`src/rtl/assert_macros.svh`:
```
// assertion helpers used by the rtl
`ifndef ASSERT_MACROS_SVH
`define ASSERT_MACROS_SVH

// property that must hold at every clock edge out of reset
`define ASSERT_ALWAYS(label, clk, rst_n, prop, msg) \
    label: assert property (@(posedge clk) disable iff (!rst_n) (prop)) else $error(msg);

// when ante holds, cons must hold in the next cycle
`define ASSERT_NEXT(label, clk, rst_n, ante, cons, msg) \
    label: assert property (@(posedge clk) disable iff (!rst_n) (ante) |=> (cons)) else $error(msg);

`endif

```
`src/rtl/eqz_pkg.sv`:
```
`timescale 1ns / 1ps

package eqz_pkg;

    // filter and sample setup
    localparam int SAMPLE_WIDTH   = 16;
    localparam int LP1_CUTOFF_HZ  = 150;
    localparam int LP2_CUTOFF_HZ  = 600;
    localparam int LP3_CUTOFF_HZ  = 2000;
    localparam int LP4_CUTOFF_HZ  = 7000;
    localparam int SAMPLE_RATE_HZ = 44100;

    // datapath widths
    localparam int BAND_W  = SAMPLE_WIDTH + 2;
    localparam int COEF_W  = 24;
    localparam int STATE_W = 40;
    localparam int PROD_W  = COEF_W + BAND_W;
    localparam int ACC_W   = PROD_W + 2;
    localparam int GAIN_W  = 12;

    localparam int NUM_STAGES = 4;
    localparam int NUM_GAINS  = 5;
    localparam int STAGE_IW   = 2;
    localparam int BAND_IW    = 3;
    localparam int CFG_IW     = 3;

    // gain register indexes
    localparam logic [CFG_IW-1:0] REG_GAIN_SUB      = 3'd0;
    localparam logic [CFG_IW-1:0] REG_GAIN_LOW_MID  = 3'd1;
    localparam logic [CFG_IW-1:0] REG_GAIN_HIGH_MID = 3'd2;
    localparam logic [CFG_IW-1:0] REG_GAIN_UPPER    = 3'd3;
    localparam logic [CFG_IW-1:0] REG_GAIN_TOP      = 3'd4;

    typedef logic [NUM_GAINS-1:0][GAIN_W-1:0] t_gains;

    localparam t_gains GAIN_RESET = {12'd461, 12'd563, 12'd486, 12'd128, 12'd77};

    // biquad coefficients, Q2.22, b2 equals b0
    typedef struct packed {
        logic signed [COEF_W-1:0] b0;
        logic signed [COEF_W-1:0] b1;
        logic signed [COEF_W-1:0] a1;
        logic signed [COEF_W-1:0] a2;
    } t_coef;

    // datapath operations
    typedef enum logic [3:0] {
        OP_NONE,
        OP_LOAD,
        OP_BQ_MUL,
        OP_BQ_ACC,
        OP_BQ_ROUND,
        OP_BQ_FB1,
        OP_BQ_FB2,
        OP_BQ_FB3,
        OP_GAIN,
        OP_GAIN_SUM,
        OP_OUT
    } t_op;

    typedef struct packed {
        t_op                 op;
        logic [STAGE_IW-1:0] stage;
        logic [BAND_IW-1:0]  band;
        logic                first;
    } t_cmd;

    typedef enum logic [3:0] {
        ST_IDLE,
        ST_BQ_MUL,
        ST_BQ_ACC,
        ST_BQ_ROUND,
        ST_BQ_FB1,
        ST_BQ_FB2,
        ST_BQ_FB3,
        ST_GAIN,
        ST_GAIN_SUM,
        ST_OUT
    } t_state;

    // elaboration-time math, Q30 fixed point
    localparam logic [63:0] Q30_ONE       = 64'd1 << 30;
    localparam logic [63:0] PI_Q30        = 64'd3373259426;
    localparam logic [63:0] INV_SQRT2_Q30 = 64'd759250125;
    localparam longint      COEF_MAX      = (longint'(1) <<< 23) - 1;
    localparam longint      COEF_MIN      = -(longint'(1) <<< 23);

    // restoring divide, used only for constants
    function automatic logic [63:0] udiv64(input logic [63:0] num, input logic [63:0] den);
        logic [63:0] q;
        logic [64:0] rem;
        q   = '0;
        rem = '0;
        for (int i = 63; i >= 0; i--) begin
            rem = {rem[63:0], num[i]};
            if (rem >= {1'b0, den}) begin
                rem  = rem - {1'b0, den};
                q[i] = 1'b1;
            end
        end
        return q;
    endfunction

    // num/den rounded to Q22, sign kept, saturated to the coefficient range
    function automatic logic signed [COEF_W-1:0] div_q22(input longint num, input longint den);
        logic [63:0] mag;
        longint      r;
        mag = (num < 0) ? 64'(-num) : 64'(num);
        r   = longint'(udiv64((mag << 23) + 64'(den), 64'(den) << 1));
        if (num < 0) begin
            r = -r;
        end
        if (r > COEF_MAX) begin
            r = COEF_MAX;
        end
        if (r < COEF_MIN) begin
            r = COEF_MIN;
        end
        return r[COEF_W-1:0];
    endfunction

    // butterworth low-pass design from taylor sin/cos of the half angle
    function automatic t_coef lp_design(input longint f_in);
        t_coef       c;
        longint      f;
        longint      fs;
        logic [63:0] h;
        logic [63:0] h2;
        logic [63:0] ts;
        logic [63:0] tc;
        longint      s;
        longint      co;
        longint      sinw;
        longint      cosw;
        longint      alpha;
        longint      a0;
        longint      omc;
        fs = (SAMPLE_RATE_HZ < 1) ? longint'(1) : longint'(SAMPLE_RATE_HZ);
        f  = (f_in < 0) ? longint'(0) : f_in;
        if (f > (fs >>> 1)) begin
            f = fs >>> 1;
        end
        h  = udiv64(PI_Q30 * 64'(f), 64'(fs));
        h2 = (h * h) >> 30;
        ts = h;
        tc = Q30_ONE;
        s  = longint'(h);
        co = longint'(Q30_ONE);
        for (int k = 1; k <= 10; k++) begin
            ts = udiv64((ts * h2) >> 30, 64'((2 * k) * (2 * k + 1)));
            tc = udiv64((tc * h2) >> 30, 64'((2 * k - 1) * (2 * k)));
            if (k % 2 == 1) begin
                s  = s - longint'(ts);
                co = co - longint'(tc);
            end else begin
                s  = s + longint'(ts);
                co = co + longint'(tc);
            end
        end
        if (s < 0) begin
            s = 0;
        end
        if (co < 0) begin
            co = 0;
        end
        sinw  = longint'((64'(s) * 64'(co) * 64'd2) >> 30);
        cosw  = longint'(Q30_ONE) - longint'((64'(s) * 64'(s) * 64'd2) >> 30);
        alpha = longint'((64'(sinw) * INV_SQRT2_Q30) >> 30);
        a0    = longint'(Q30_ONE) + alpha;
        omc   = longint'(Q30_ONE) - cosw;
        c.b0  = div_q22(omc >>> 1, a0);
        c.b1  = div_q22(omc, a0);
        c.a1  = div_q22(-2 * cosw, a0);
        c.a2  = div_q22(longint'(Q30_ONE) - alpha, a0);
        return c;
    endfunction

    localparam t_coef LP_COEF [NUM_STAGES] = '{
        lp_design(longint'(LP1_CUTOFF_HZ)),
        lp_design(longint'(LP2_CUTOFF_HZ)),
        lp_design(longint'(LP3_CUTOFF_HZ)),
        lp_design(longint'(LP4_CUTOFF_HZ))
    };

endpackage

```
`src/rtl/five_band_audio_equalizer_top.sv`:
```
`timescale 1ns / 1ps

// five-band equalizer: four cascaded low-pass biquads split each sample into
// bands, which are weighted by the gain registers and summed with saturation.
// input channel: i_in_valid / o_in_ready with i_sample_in; a word is taken
// when both are high. output channel: o_out_valid / i_out_ready with
// o_sample_out and o_clipped.
// one shared 24x18 multiplier is sequenced by the controller: the biquad
// states of each stage, then the gain, gain-sum and output states. a new word
// is taken only once the sequencer is back in idle, not while one is still in
// flight; the multiplier and its accumulate loop set this pacing.
// o_in_ready is high whenever the sequencer is idle, also while a result
// waits in the output register; if the receiver stalls, the next result is
// held back until the waiting word is taken.
// gains are written via i_cfg_we / i_cfg_idx / i_cfg_data; write them only
// while idle, which the block does not enforce. indexes above four are ignored.
// reset (synchronous, active low) clears the filter state and the output
// valid, and loads the default gains.
module five_band_audio_equalizer_top
    import eqz_pkg::*;
(
    input  logic                           i_clk,
    input  logic                           i_rst_n,
    input  logic                           i_in_valid,
    output logic                           o_in_ready,
    input  logic signed [SAMPLE_WIDTH-1:0] i_sample_in,
    output logic                           o_out_valid,
    input  logic                           i_out_ready,
    output logic signed [SAMPLE_WIDTH-1:0] o_sample_out,
    output logic                           o_clipped,
    input  logic                           i_cfg_we,
    input  logic [CFG_IW-1:0]              i_cfg_idx,
    input  logic [GAIN_W-1:0]              i_cfg_data
);

    t_gains r_gains;
    t_cmd   cmd;

    // gain registers
    always_ff @(posedge i_clk) begin
        if (!i_rst_n) begin
            r_gains <= GAIN_RESET;
        end else if (i_cfg_we && i_cfg_idx <= REG_GAIN_TOP) begin
            r_gains[i_cfg_idx] <= i_cfg_data;
        end
    end

    eqz_ctrl u_ctrl (
        .i_clk       (i_clk),
        .i_rst_n     (i_rst_n),
        .i_in_valid  (i_in_valid),
        .o_in_ready  (o_in_ready),
        .o_out_valid (o_out_valid),
        .i_out_ready (i_out_ready),
        .o_cmd       (cmd)
    );

    eqz_dp u_dp (
        .i_clk     (i_clk),
        .i_rst_n   (i_rst_n),
        .i_cmd     (cmd),
        .i_gains   (r_gains),
        .i_sample  (i_sample_in),
        .o_sample  (o_sample_out),
        .o_clipped (o_clipped)
    );

endmodule

```
`src/rtl/eqz_ctrl.sv`:
```
`timescale 1ns / 1ps

`include "assert_macros.svh"

module eqz_ctrl
    import eqz_pkg::*;
(
    input  logic i_clk,
    input  logic i_rst_n,
    input  logic i_in_valid,
    output logic o_in_ready,
    output logic o_out_valid,
    input  logic i_out_ready,
    output t_cmd o_cmd
);

    t_state              r_state;
    t_state              n_state;
    logic [STAGE_IW-1:0] r_stage;
    logic [BAND_IW-1:0]  r_band;
    logic                r_out_valid;
    logic                out_free;
    logic                last_stage;
    logic                last_band;

    assign out_free   = !r_out_valid || i_out_ready;
    assign last_stage = (r_stage == STAGE_IW'(NUM_STAGES - 1));
    assign last_band  = (r_band == BAND_IW'(NUM_GAINS - 1));

    // next state
    always_comb begin
        n_state = r_state;
        case (r_state)
            ST_IDLE: begin
                if (i_in_valid) begin
                    n_state = ST_BQ_MUL;
                end
            end
            ST_BQ_MUL:   n_state = ST_BQ_ACC;
            ST_BQ_ACC:   n_state = ST_BQ_ROUND;
            ST_BQ_ROUND: n_state = ST_BQ_FB1;
            ST_BQ_FB1:   n_state = ST_BQ_FB2;
            ST_BQ_FB2:   n_state = ST_BQ_FB3;
            ST_BQ_FB3:   n_state = last_stage ? ST_GAIN : ST_BQ_MUL;
            ST_GAIN:     n_state = last_band ? ST_GAIN_SUM : ST_GAIN;
            ST_GAIN_SUM: n_state = ST_OUT;
            ST_OUT: begin
                if (out_free) begin
                    n_state = ST_IDLE;
                end
            end
            default:     n_state = ST_IDLE;
        endcase
    end

    // datapath commands
    always_comb begin
        o_cmd.op    = OP_NONE;
        o_cmd.stage = r_stage;
        o_cmd.band  = r_band;
        o_cmd.first = (r_band == '0);
        case (r_state)
            ST_IDLE:     o_cmd.op = i_in_valid ? OP_LOAD : OP_NONE;
            ST_BQ_MUL:   o_cmd.op = OP_BQ_MUL;
            ST_BQ_ACC:   o_cmd.op = OP_BQ_ACC;
            ST_BQ_ROUND: o_cmd.op = OP_BQ_ROUND;
            ST_BQ_FB1:   o_cmd.op = OP_BQ_FB1;
            ST_BQ_FB2:   o_cmd.op = OP_BQ_FB2;
            ST_BQ_FB3:   o_cmd.op = OP_BQ_FB3;
            ST_GAIN:     o_cmd.op = OP_GAIN;
            ST_GAIN_SUM: o_cmd.op = OP_GAIN_SUM;
            ST_OUT:      o_cmd.op = out_free ? OP_OUT : OP_NONE;
            default:     o_cmd.op = OP_NONE;
        endcase
    end

    // no word is taken while reset is held
    assign o_in_ready  = i_rst_n && (r_state == ST_IDLE);
    assign o_out_valid = r_out_valid;

    // state, stage and band counters
    always_ff @(posedge i_clk) begin
        if (!i_rst_n) begin
            r_state <= ST_IDLE;
            r_stage <= '0;
            r_band  <= '0;
        end else begin
            r_state <= n_state;
            if (r_state == ST_IDLE) begin
                r_stage <= '0;
                r_band  <= '0;
            end else if (r_state == ST_BQ_FB3) begin
                r_stage <= r_stage + 1'b1;
            end else if (r_state == ST_GAIN) begin
                r_band <= r_band + 1'b1;
            end
        end
    end

    // output word valid
    always_ff @(posedge i_clk) begin
        if (!i_rst_n) begin
            r_out_valid <= 1'b0;
        end else if (r_state == ST_OUT && out_free) begin
            r_out_valid <= 1'b1;
        end else if (i_out_ready) begin
            r_out_valid <= 1'b0;
        end
    end

    `ASSERT_NEXT(a_accept_starts_stage0, i_clk, i_rst_n, i_in_valid && o_in_ready, r_state == ST_BQ_MUL && r_stage == '0, "accepted word did not start at the first stage")
    `ASSERT_NEXT(a_last_stage_to_gain, i_clk, i_rst_n, r_state == ST_BQ_FB3 && last_stage, r_state == ST_GAIN && r_band == '0, "gain phase not entered after the last stage")
    `ASSERT_NEXT(a_out_waits, i_clk, i_rst_n, r_state == ST_OUT && r_out_valid && !i_out_ready, r_state == ST_OUT && r_out_valid, "result overwrote a word still waiting")

endmodule

```
`src/rtl/eqz_dp.sv`:
```
`timescale 1ns / 1ps

module eqz_dp
    import eqz_pkg::*;
(
    input  logic                           i_clk,
    input  logic                           i_rst_n,
    input  t_cmd                           i_cmd,
    input  t_gains                         i_gains,
    input  logic signed [SAMPLE_WIDTH-1:0] i_sample,
    output logic signed [SAMPLE_WIDTH-1:0] o_sample,
    output logic                           o_clipped
);

    localparam int YR_W  = ACC_W - 22;
    localparam int OUT_W = ACC_W - 8;

    // saturate an accumulator value to the state width
    function automatic logic signed [STATE_W-1:0] sat_state(input logic signed [ACC_W-1:0] v);
        logic [ACC_W-STATE_W:0] top;
        top = v[ACC_W-1:STATE_W-1];
        if (&top || ~|top) begin
            return v[STATE_W-1:0];
        end else if (v[ACC_W-1]) begin
            return {1'b1, {(STATE_W-1){1'b0}}};
        end else begin
            return {1'b0, {(STATE_W-1){1'b1}}};
        end
    endfunction

    // saturate the shifted filter output to the band width
    function automatic logic signed [BAND_W-1:0] sat_band_y(input logic signed [YR_W-1:0] v);
        logic [YR_W-BAND_W:0] top;
        top = v[YR_W-1:BAND_W-1];
        if (&top || ~|top) begin
            return v[BAND_W-1:0];
        end else if (v[YR_W-1]) begin
            return {1'b1, {(BAND_W-1){1'b0}}};
        end else begin
            return {1'b0, {(BAND_W-1){1'b1}}};
        end
    endfunction

    // saturate the residual difference to the band width
    function automatic logic signed [BAND_W-1:0] sat_band_r(input logic signed [BAND_W:0] v);
        if (v[BAND_W] == v[BAND_W-1]) begin
            return v[BAND_W-1:0];
        end else if (v[BAND_W]) begin
            return {1'b1, {(BAND_W-1){1'b0}}};
        end else begin
            return {1'b0, {(BAND_W-1){1'b1}}};
        end
    endfunction

    logic signed [BAND_W-1:0]  r_x;
    logic signed [BAND_W-1:0]  r_y;
    logic signed [BAND_W-1:0]  r_bands [NUM_STAGES];
    logic signed [PROD_W-1:0]  r_prod;
    logic signed [PROD_W-1:0]  r_bx;
    logic signed [ACC_W-1:0]   r_acc;
    logic signed [STATE_W-1:0] r_z1 [NUM_STAGES];
    logic signed [STATE_W-1:0] r_z2 [NUM_STAGES];
    logic signed [SAMPLE_WIDTH-1:0] r_out;
    logic                      r_clip;

    t_coef                     coef;
    logic signed [COEF_W-1:0]  mul_a;
    logic signed [BAND_W-1:0]  mul_b;
    logic signed [PROD_W-1:0]  mul_p;
    logic signed [BAND_W-1:0]  band_val;
    logic [GAIN_W-1:0]         gain_val;
    logic signed [ACC_W-1:0]   acc_rnd;
    logic signed [BAND_W-1:0]  y_new;
    logic signed [ACC_W-1:0]   z1_diff;
    logic signed [ACC_W-1:0]   z2_diff;
    logic signed [BAND_W:0]    res_diff;
    logic signed [ACC_W-1:0]   sum_rnd;
    logic signed [OUT_W-1:0]   out_full;
    logic [OUT_W-SAMPLE_WIDTH:0] out_top;

    assign coef     = LP_COEF[i_cmd.stage];
    assign band_val = (i_cmd.band == BAND_IW'(NUM_STAGES)) ? r_x : r_bands[i_cmd.band[STAGE_IW-1:0]];
    assign gain_val = i_gains[i_cmd.band];

    // shared multiplier operand select
    always_comb begin
        mul_a = coef.b0;
        mul_b = r_x;
        case (i_cmd.op)
            OP_BQ_MUL: begin
                mul_a = coef.b0;
                mul_b = r_x;
            end
            OP_BQ_ACC: begin
                mul_a = coef.b1;
                mul_b = r_x;
            end
            OP_BQ_FB1: begin
                mul_a = coef.a1;
                mul_b = r_y;
            end
            OP_BQ_FB2: begin
                mul_a = coef.a2;
                mul_b = r_y;
            end
            OP_GAIN: begin
                mul_a = $signed({{(COEF_W-GAIN_W){1'b0}}, gain_val});
                mul_b = band_val;
            end
            default: begin
                mul_a = coef.b0;
                mul_b = r_x;
            end
        endcase
    end

    assign mul_p = mul_a * mul_b;

    // filter output rounding and feedback terms
    assign acc_rnd  = r_acc + (ACC_W'(1) <<< 21);
    assign y_new    = sat_band_y(acc_rnd[ACC_W-1:22]);
    assign z1_diff  = r_acc - ACC_W'(r_prod);
    assign z2_diff  = ACC_W'(r_bx) - ACC_W'(r_prod);
    assign res_diff = (BAND_W+1)'(r_x) - (BAND_W+1)'(r_y);

    // output rounding and clip detect
    assign sum_rnd  = r_acc + ACC_W'(128);
    assign out_full = sum_rnd[ACC_W-1:8];
    assign out_top  = out_full[OUT_W-1:SAMPLE_WIDTH-1];

    // product, accumulator, band and output registers
    always_ff @(posedge i_clk) begin
        case (i_cmd.op)
            OP_LOAD: begin
                r_x <= BAND_W'(i_sample);
            end
            OP_BQ_MUL: begin
                r_prod <= mul_p;
            end
            OP_BQ_ACC: begin
                r_acc  <= ACC_W'(r_prod) + ACC_W'(r_z1[i_cmd.stage]);
                r_bx   <= r_prod;
                r_prod <= mul_p;
            end
            OP_BQ_ROUND: begin
                r_y                  <= y_new;
                r_bands[i_cmd.stage] <= y_new;
                r_acc                <= ACC_W'(r_prod) + ACC_W'(r_z2[i_cmd.stage]);
            end
            OP_BQ_FB1: begin
                r_prod <= mul_p;
            end
            OP_BQ_FB2: begin
                r_prod <= mul_p;
                r_x    <= sat_band_r(res_diff);
            end
            OP_GAIN: begin
                r_prod <= mul_p;
                r_acc  <= i_cmd.first ? '0 : r_acc + ACC_W'(r_prod);
            end
            OP_GAIN_SUM: begin
                r_acc <= r_acc + ACC_W'(r_prod);
            end
            OP_OUT: begin
                if (&out_top || ~|out_top) begin
                    r_out  <= out_full[SAMPLE_WIDTH-1:0];
                    r_clip <= 1'b0;
                end else begin
                    r_out  <= out_full[OUT_W-1] ? {1'b1, {(SAMPLE_WIDTH-1){1'b0}}}
                                                : {1'b0, {(SAMPLE_WIDTH-1){1'b1}}};
                    r_clip <= 1'b1;
                end
            end
            default: begin
            end
        endcase
    end

    // biquad delay state
    always_ff @(posedge i_clk) begin
        if (!i_rst_n) begin
            for (int i = 0; i < NUM_STAGES; i++) begin
                r_z1[i] <= '0;
                r_z2[i] <= '0;
            end
        end else begin
            case (i_cmd.op)
                OP_BQ_FB2: r_z1[i_cmd.stage] <= sat_state(z1_diff);
                OP_BQ_FB3: r_z2[i_cmd.stage] <= sat_state(z2_diff);
                default: begin
                end
            endcase
        end
    end

    assign o_sample  = r_out;
    assign o_clipped = r_clip;

endmodule
```
`config.mk`:
```
export PLATFORM = sky130hd
export DESIGN_NAME = five_band_audio_equalizer_top
export DESIGN_NICKNAME = d
export VERILOG_FILES = /design/src/rtl/eqz_pkg.sv /design/src/rtl/five_band_audio_equalizer_top.sv /design/src/rtl/eqz_ctrl.sv /design/src/rtl/eqz_dp.sv
export VERILOG_INCLUDE_DIRS = /design/src /design/src/rtl
export SDC_FILE = /design/constraint.sdc
export NUM_CORES = 2
export LEC_CHECK = 0
export CORE_ASPECT_RATIO = 0.5
export CORE_MARGIN = 4
export CORE_UTILIZATION = 60
export CTS_CLUSTER_DIAMETER = 200
export DETAILED_ROUTE_END_ITERATION = 6
export DONT_BUFFER_PORTS = 1
export GPL_ROUTABILITY_DRIVEN = 1
export GPL_TIMING_DRIVEN = 0
export PLACE_DENSITY = 0.87
export SLEW_MARGIN = 40
export SYNTH_ARGS = -nofsm -noshare
export SYNTH_HDL_FRONTEND = slang
export SYNTH_SLANG_ARGS = --single-unit
```
`constraint.sdc`:
```
create_clock -name i_clk -period 16 [get_ports i_clk]
set_input_delay 3.2 -clock i_clk [delete_from_list [all_inputs] [get_ports i_clk]]
set_output_delay 3.2 -clock i_clk [all_outputs]
set_load 0.02 [all_outputs]
```
[Yosys cells after proc, flatten, opt, wreduce, memory -nomap -nowiden]
Memory sizes are Yosys's and may differ from the RTL's. A register that Yosys moved wholly into a read port is not among the register bits.
Index checks and enable logic that the tools add are counted.
Word-level totals
  bits in writable memories: 392
  flip-flop bits (word level): 251
  memories kept: 3
  latch bits: 0
  logic and storage cells: 157
  bits in read-only memories: 0
  input port bits: 36
Memories
  u_dp.r_z1: words 4, width 40, rd ports 1, clocked after memory_dff 1, write ports 4, RTL line eqz_dp.sv:61  | logic signed [STATE_W-1:0] r_z1 [NUM_STAGES];
  u_dp.r_z2: words 4, width 40, rd ports 1, clocked after memory_dff 1, write ports 4, RTL line eqz_dp.sv:62  | logic signed [STATE_W-1:0] r_z2 [NUM_STAGES];
  u_dp.r_bands: words 4, width 18, rd ports 1, clocked after memory_dff 1, write ports 1, RTL line eqz_dp.sv:57  | logic signed [BAND_W-1:0] r_bands [NUM_STAGES];
Operators by class
  shift operators: 0
  mux-type cells: 60
  multiply operators: 1
  divide/modulo/power cells: 0
  reduce and logical (&&, ||, !) cells: 34
  $add $sub $neg: 11
  bitwise operators: 3
  equal/unequal tests: 24
  order comparisons: 5
Operators by type and width (count)
  2-to-1 mux 40 bit: 10
  binary-select mux 96 bit (select 2 bit): 1
  2-to-1 mux 96 bit: 2
  case mux 44 bit (4 select lines): 1
  case mux 24 bit (4 select lines): 1
  2-to-1 mux 18 bit: 5
  adder 42 x 40 -> 43 bit: 2
  case mux 4 bit (10 select lines): 2
  OR reduction 40 bit: 2
  case mux 18 bit (2 select lines): 2
  bitwise mux 60 bit: 1
  adder 44 x 23 -> 44 bit (second input constant): 1
  adder 44 x 42 -> 44 bit: 1
  adder 44 bit: 1
  adder 44 x 9 -> 44 bit (second input constant): 1
  2-to-1 mux 44 bit: 1
  subtractor 44 x 42 -> 44 bit: 1
  subtractor 42 x 42 -> 43 bit: 1
  multiplier 24 x 18 -> 42 bit: 1
  binary-select mux 12 bit (select 3 bit): 1
  demux 12 bit (select 3 bit): 1
  equality test 4 x 3 -> 1 bit (second input constant): 8
  2-to-1 mux 16 bit: 2
  2-to-1 mux 12 bit: 2
  other kinds (34): 87

[Depth between registers and ports, before layout]
  depth in word-level cells: 10
  mapped depth: 35
  depth with buffers taken out: 33

[By module]
Synthesis repeated with hierarchy kept, for this count alone.
Unflattened totals
  cell total of the unflattened synthesis: 5732
  area total of the unflattened synthesis: 56763.2 sq um
By module, submodules not included
  eqz_dp: area an instance 53772.8 sq um, cells each 5427, instances 1, seq. area each 17206.5 sq um
  five_band_audio_equalizer_top: area an instance 2337.2 sq um, cells each 225, instances 1, seq. area each 1201.2 sq um
  eqz_ctrl: area an instance 653.1 sq um, cells each 80, instances 1, seq. area each 200.2 sq um

[Worst setup path before layout]
No wires, ideal clock.
  path type: register to register
  start point: register u_ctrl.r_state[3]
  end point: register u_dp.r_prod[40] (data pin)
  path slack: 6812 ps
  library setup time: 195 ps
  period minus slack after synthesis: 9188 ps
  buffers on the path: 3
  cell stages (with the launch flop): 30
  arrival: 8993 ps
  cell sequence: dfxtp_1 clkbuf_1 nor2_1 nand2_1 clkinv_1 or3_1 clkbuf_1 o21ai_1 clkbuf_1 nand2_1 fa_1 fa_1 inv_1 fa_1 fa_1 fa_1 inv_1 fa_1 inv_1 ha_1 and3_1 and2_1 a221oi_1 o21a_1 a21oi_1 a41o_1 o211a_1 o21a_1 o21a_1 o311ai_0
Between the ends
  longest elaborated chain between the ends: 6
RTL lines
  start: declaration: RTL line eqz_ctrl.sv:17  | t_state r_state;
  start signal: assignment: RTL line eqz_ctrl.sv:88  | r_state <= n_state;
  equality test 4 bit (tied with other cells): RTL line eqz_ctrl.sv:62  | case (r_state)
  case mux 4 bit (10 select lines) *: RTL line eqz_ctrl.sv:62
  equality test 4 x 3 -> 1 bit, on equally long branches
  OR reduction 2 bit (no source line)
  case mux 18 bit (2 select lines): RTL line eqz_dp.sv:89  | case (i_cmd.op)
  multiplier 24 x 18 -> 42 bit *: RTL line eqz_dp.sv:117  | assign mul_p = mul_a * mul_b;
  net u_dp.mul_p[40]: RTL line eqz_dp.sv:69  | logic signed [PROD_W-1:0] mul_p;
  end signal: assignment: RTL line eqz_dp.sv:138  | r_prod <= mul_p;
  end signal: assignment: RTL line eqz_dp.sv:143  | r_prod <= mul_p;
  end signal: assignment: RTL line eqz_dp.sv:151  | r_prod <= mul_p;
  end: declaration: RTL line eqz_dp.sv:58  | logic signed [PROD_W-1:0] r_prod;
The timed path passes the listed nets; every way through them passes the cells marked *.
A chain may end at the register's enable or synchronous reset.

[Worst setup path in the final report]
  start point: register u_ctrl.r_state[1]
  end point: register u_dp.r_prod[41] (data pin)
Same word-level chain as after synthesis.

==> results.txt <==
Outcome: completed
Family with the most delay on the worst path: adder cells
HPWL reported at the end of detailed placement: 149,500 um
Number of endpoints failing setup at the final stage: 0
Worst Setup Path Type: flop to flop
CTS root buf: clkbuf_16
Finished Layout Cells: 7,061
Clock Latency Late Sink: 700 ps
Total DRC errors in the routed layout: 0
Number of DRC markers after the initial detailed-route iteration: 6,947
DRT antenna net count: 0
TritonCTS clock tree: done
Starting density of the core: 61.08%
Maximum clock frequency: 0.08561 GHz
Slew Limit Fails: 0
CTS Sinks: 647
Post-route cell area: 60,360 um2
Total Routed Length: 189,900 um
Main combinational cell family by area after synthesis: adder cells
Clock transition at the registers of the reported paths: 70 ps
Hold Vio Cnt, Final: 0
Post-route minimum period: 11,680 ps
Via count of the first global-routing pass: 45,365
CP max FO: 50
Die extent in x: 439.5 um
YS warnings: 0
Cell row count: 78
Synth-to-layout area growth: 8.055%
Pin count of the biggest net entering global routing: 51
Critical path startpoint category: flop
Simple-gate share of the synthesized area: 12.08%
Crit path max-delay cell type: fa_1
Part of the cycle the worst path needs: 73.00%
Capture endpoint of the worst hold path: r_gains[21]
Sort of element at the end of the critical path: flop
Post-CTS repair timing setup buffer count: 0
Sequential element share of the synthesized area: 33.46%
Commonest register cell after synthesis: edfxtp_1
Post-CTS Hold Fix Bufs: 0
Fillers: 7,111
Cell area after synthesis: 55,860 um2
Count of boundary I/O pins: 55
Cell variety after synth: 81
Share of layout cells above drive strength 1: 6.891%
Dpl cells: 6,950
Tightest slew margin relative to the limit: 34.73%
Compound-cell area share of the yosys netlist: 15.58%
Instance count of the mapped netlist: 5,663
Setup repair after global routing missed its margin: no
Area inside the core boundary: 91,450 um2
Flop and latch count out of synthesis: 647
Xor and xnor area share after synthesis: 4.184%
Worst min-delay path category: flop to flop
Final-layout setup total negative slack: 0 ps
Number of antenna violations at the first check in global routing: 4
Share of cell area taken by muxes after synthesis: 5.116%
Cell area after placement: 58,340 um2
Count of flip-flops with a built-in enable after synthesis: 573
Number of H-tree branching levels: 2
Syn_nets: 6,474
Share of synthesized cell area in full adder, half adder and majority cells: 23.15%
Pin slew with the least headroom to its limit: 979.1 ps
CTS buffer count: 59
Nets: 6,583
Skew final: 93.15 ps
Arrival time at the worst endpoint: 12,040 ps
Area occupied by registers: 18,690 um2
Maximum clock path buffer count: 3
Max-cap violations: 0
Cell depth of the worst hold path: 2
Global-route usage over all layers: 38.24%
Area enclosed by the die boundary: 98,340 um2
Vias after detailed routing: 46,860
Worst setup slack for register-to-register paths: 4320 ps
Terminus of the critical flop-to-flop path: u_dp.r_prod[41]
Count of buffers from port buffering: 0
Post-detailed-route via-to-cell ratio: 6.636
Routability congestion estimate from global placement: 1.095
Area of the multi-input gates: 33,910 um2
Total congestion overflow after global routing: 0
Critical path's most frequent cell: fa_1
Average cell area after synthesis: 9.864 um2
Reg-to-Reg Start: u_ctrl.r_state[1]
Worst hold path startpoint: r_gains[21]
Reg2reg path depth: 31
Critical path data required time: 16,360 ps
Largest incremental delay on the critical path: 730 ps
Fraction of registers with async set or reset after synthesis: 0%
Vertical die dimension: 223.8 um
Detailed Routing Iterations Pass 1: 6
Post-cts repair resize count: 0
Count of buffer and inverter cells on the critical path: 8
First-pass GRT wire length: 283,000 um
Worst hold-check slack: 457.5 ps
Average wire per cell in the routed design: 26.89 um
[how the worst max path moves through the flow]
stage                      startpoint              end  slack, ps  cells after the start
floorplan           u_ctrl.r_state[3]  u_dp.r_prod[40]       6810                     29
global placement    u_ctrl.r_state[3]  u_dp.r_prod[41]       3400                     32
detailed placement   u_ctrl.r_band[0]  u_dp.r_prod[41]       4670                     33
CTS                 u_ctrl.r_state[1]  u_dp.r_prod[41]       4580                     31
global route        u_ctrl.r_state[1]  u_dp.r_prod[41]       3970                     31
finish              u_ctrl.r_state[1]  u_dp.r_prod[41]       4320                     31
[placed cells by master, fill, tap and decap left out, types with 178 or more instances in the layout]
master	synthesis	routed
inv_1	637	638
nand2_1	620	619
xnor2_1	180	178
clkbuf_1	225	207
edfxtp_1	573	573
o21ai_0	215	202
a21oi_1	625	624
nor2_1	374	374
ha_1	344	344
fa_1	431	431
[routing by layer]
metal	vias to the layer above	global-route usage, %	part of all wire [%]	wire length [um]
met4	0	19.06	6.3	11930
met3	650	11.56	14	26710
met1	22761	51.78	37	71000
met5	-	0	0	0
li1	20040	-	-	-
met2	3409	56.33	42	80260
[through the flow]
step / utilization (%) / setup slack [ps]
detailed placement: 63.80 / 4669
global placement: 62.78 / 3405
CTS: 65.95 / 4582
global route: 66.00 / 3970
floorplan: - / 6812
finish: 66.00 / 4320
[final cells by class]
cell class / instances / share of cell area (%)
timing repair buffer: 48 / 0.9930
clock inverter: 37 / 0.6053
clock buffer: 71 / 2.658
buffer: 289 / 2.046
antenna: 2 / 0.008292
sequential: 647 / 30.96
inverter: 639 / 3.982
tap: 1240 / 2.571
multi-input combinational: 4088 / 56.17
[cells by family (layout without fill, tap and decap cells)]
kind of cell / after synthesis / count (layout)
fa+ha+maj: 775 / 775
mux: 147 / 147
other cells: 0 / 2
compound gates: 1405 / 1405
flops: 647 / 647
buf+inv: 928 / 1084
simple gates: 1495 / 1495
xor+xnor: 266 / 266
[Yosys cell counts, drive strengths merged, types with 17 or more instances]
master / instances / share of area, %
a211o: 17 / 0.27
a211oi: 39 / 0.52
a21o: 117 / 1.6
a21oi: 625 / 5.6
a221oi: 19 / 0.31
a22oi: 41 / 0.55
a31oi: 31 / 0.35
and2: 55 / 0.62
and3: 47 / 0.53
buf: 64 / 0.62
clkbuf: 225 / 1.5
dfxtp: 74 / 2.7
edfxtp: 573 / 31
fa: 431 / 15
ha: 344 / 7.7
inv: 637 / 4.3
mux2i: 29 / 0.52
mux4: 110 / 4.4
nand2: 621 / 4.2
nand2b: 37 / 0.41
nand3: 96 / 0.86
nand4: 40 / 0.45
nor2: 374 / 2.5
nor2b: 57 / 0.64
nor3: 66 / 0.59
nor4: 24 / 0.30
o211ai: 30 / 0.40
o21a: 42 / 0.56
o21ai: 220 / 2.0
o21bai: 39 / 0.52
o221ai: 22 / 0.34
o31ai: 24 / 0.32
or3: 28 / 0.31
xnor2: 181 / 2.9
xor2: 85 / 1.3
[worst reg2reg max path, delay by kind of cell, from the launching register on]
kind / cells / cell delay (ps)
buffers and inverters: 8 / 2360
adders and majority gates: 7 / 3680
DFF: 1 / 310
and+or+nand+nor: 6 / 2430
xor gates and xnor gates: 1 / 130
AOI/OAI and AO/OA: 9 / 2460
[state kept, by name (all words and copies together), names as in the netlist, named ones only]
name and count:
u_ctrl.r_band 3, u_dp.o_clipped 1, u_dp.r_bands 72, u_dp.r_prod 42
u_dp.r_bx 42, u_ctrl.r_stage 2, u_dp.r_x 18, u_ctrl.o_out_valid 1
u_ctrl.r_state 4, u_dp.r_z1 160, u_dp.r_z2 160, u_dp.r_acc 44
u_dp.r_y 18, u_dp.o_sample 16, r_gains 60
Power is not shown: default switching activity piles up to over one toggle a cycle in this logic, so the estimate is an artifact.
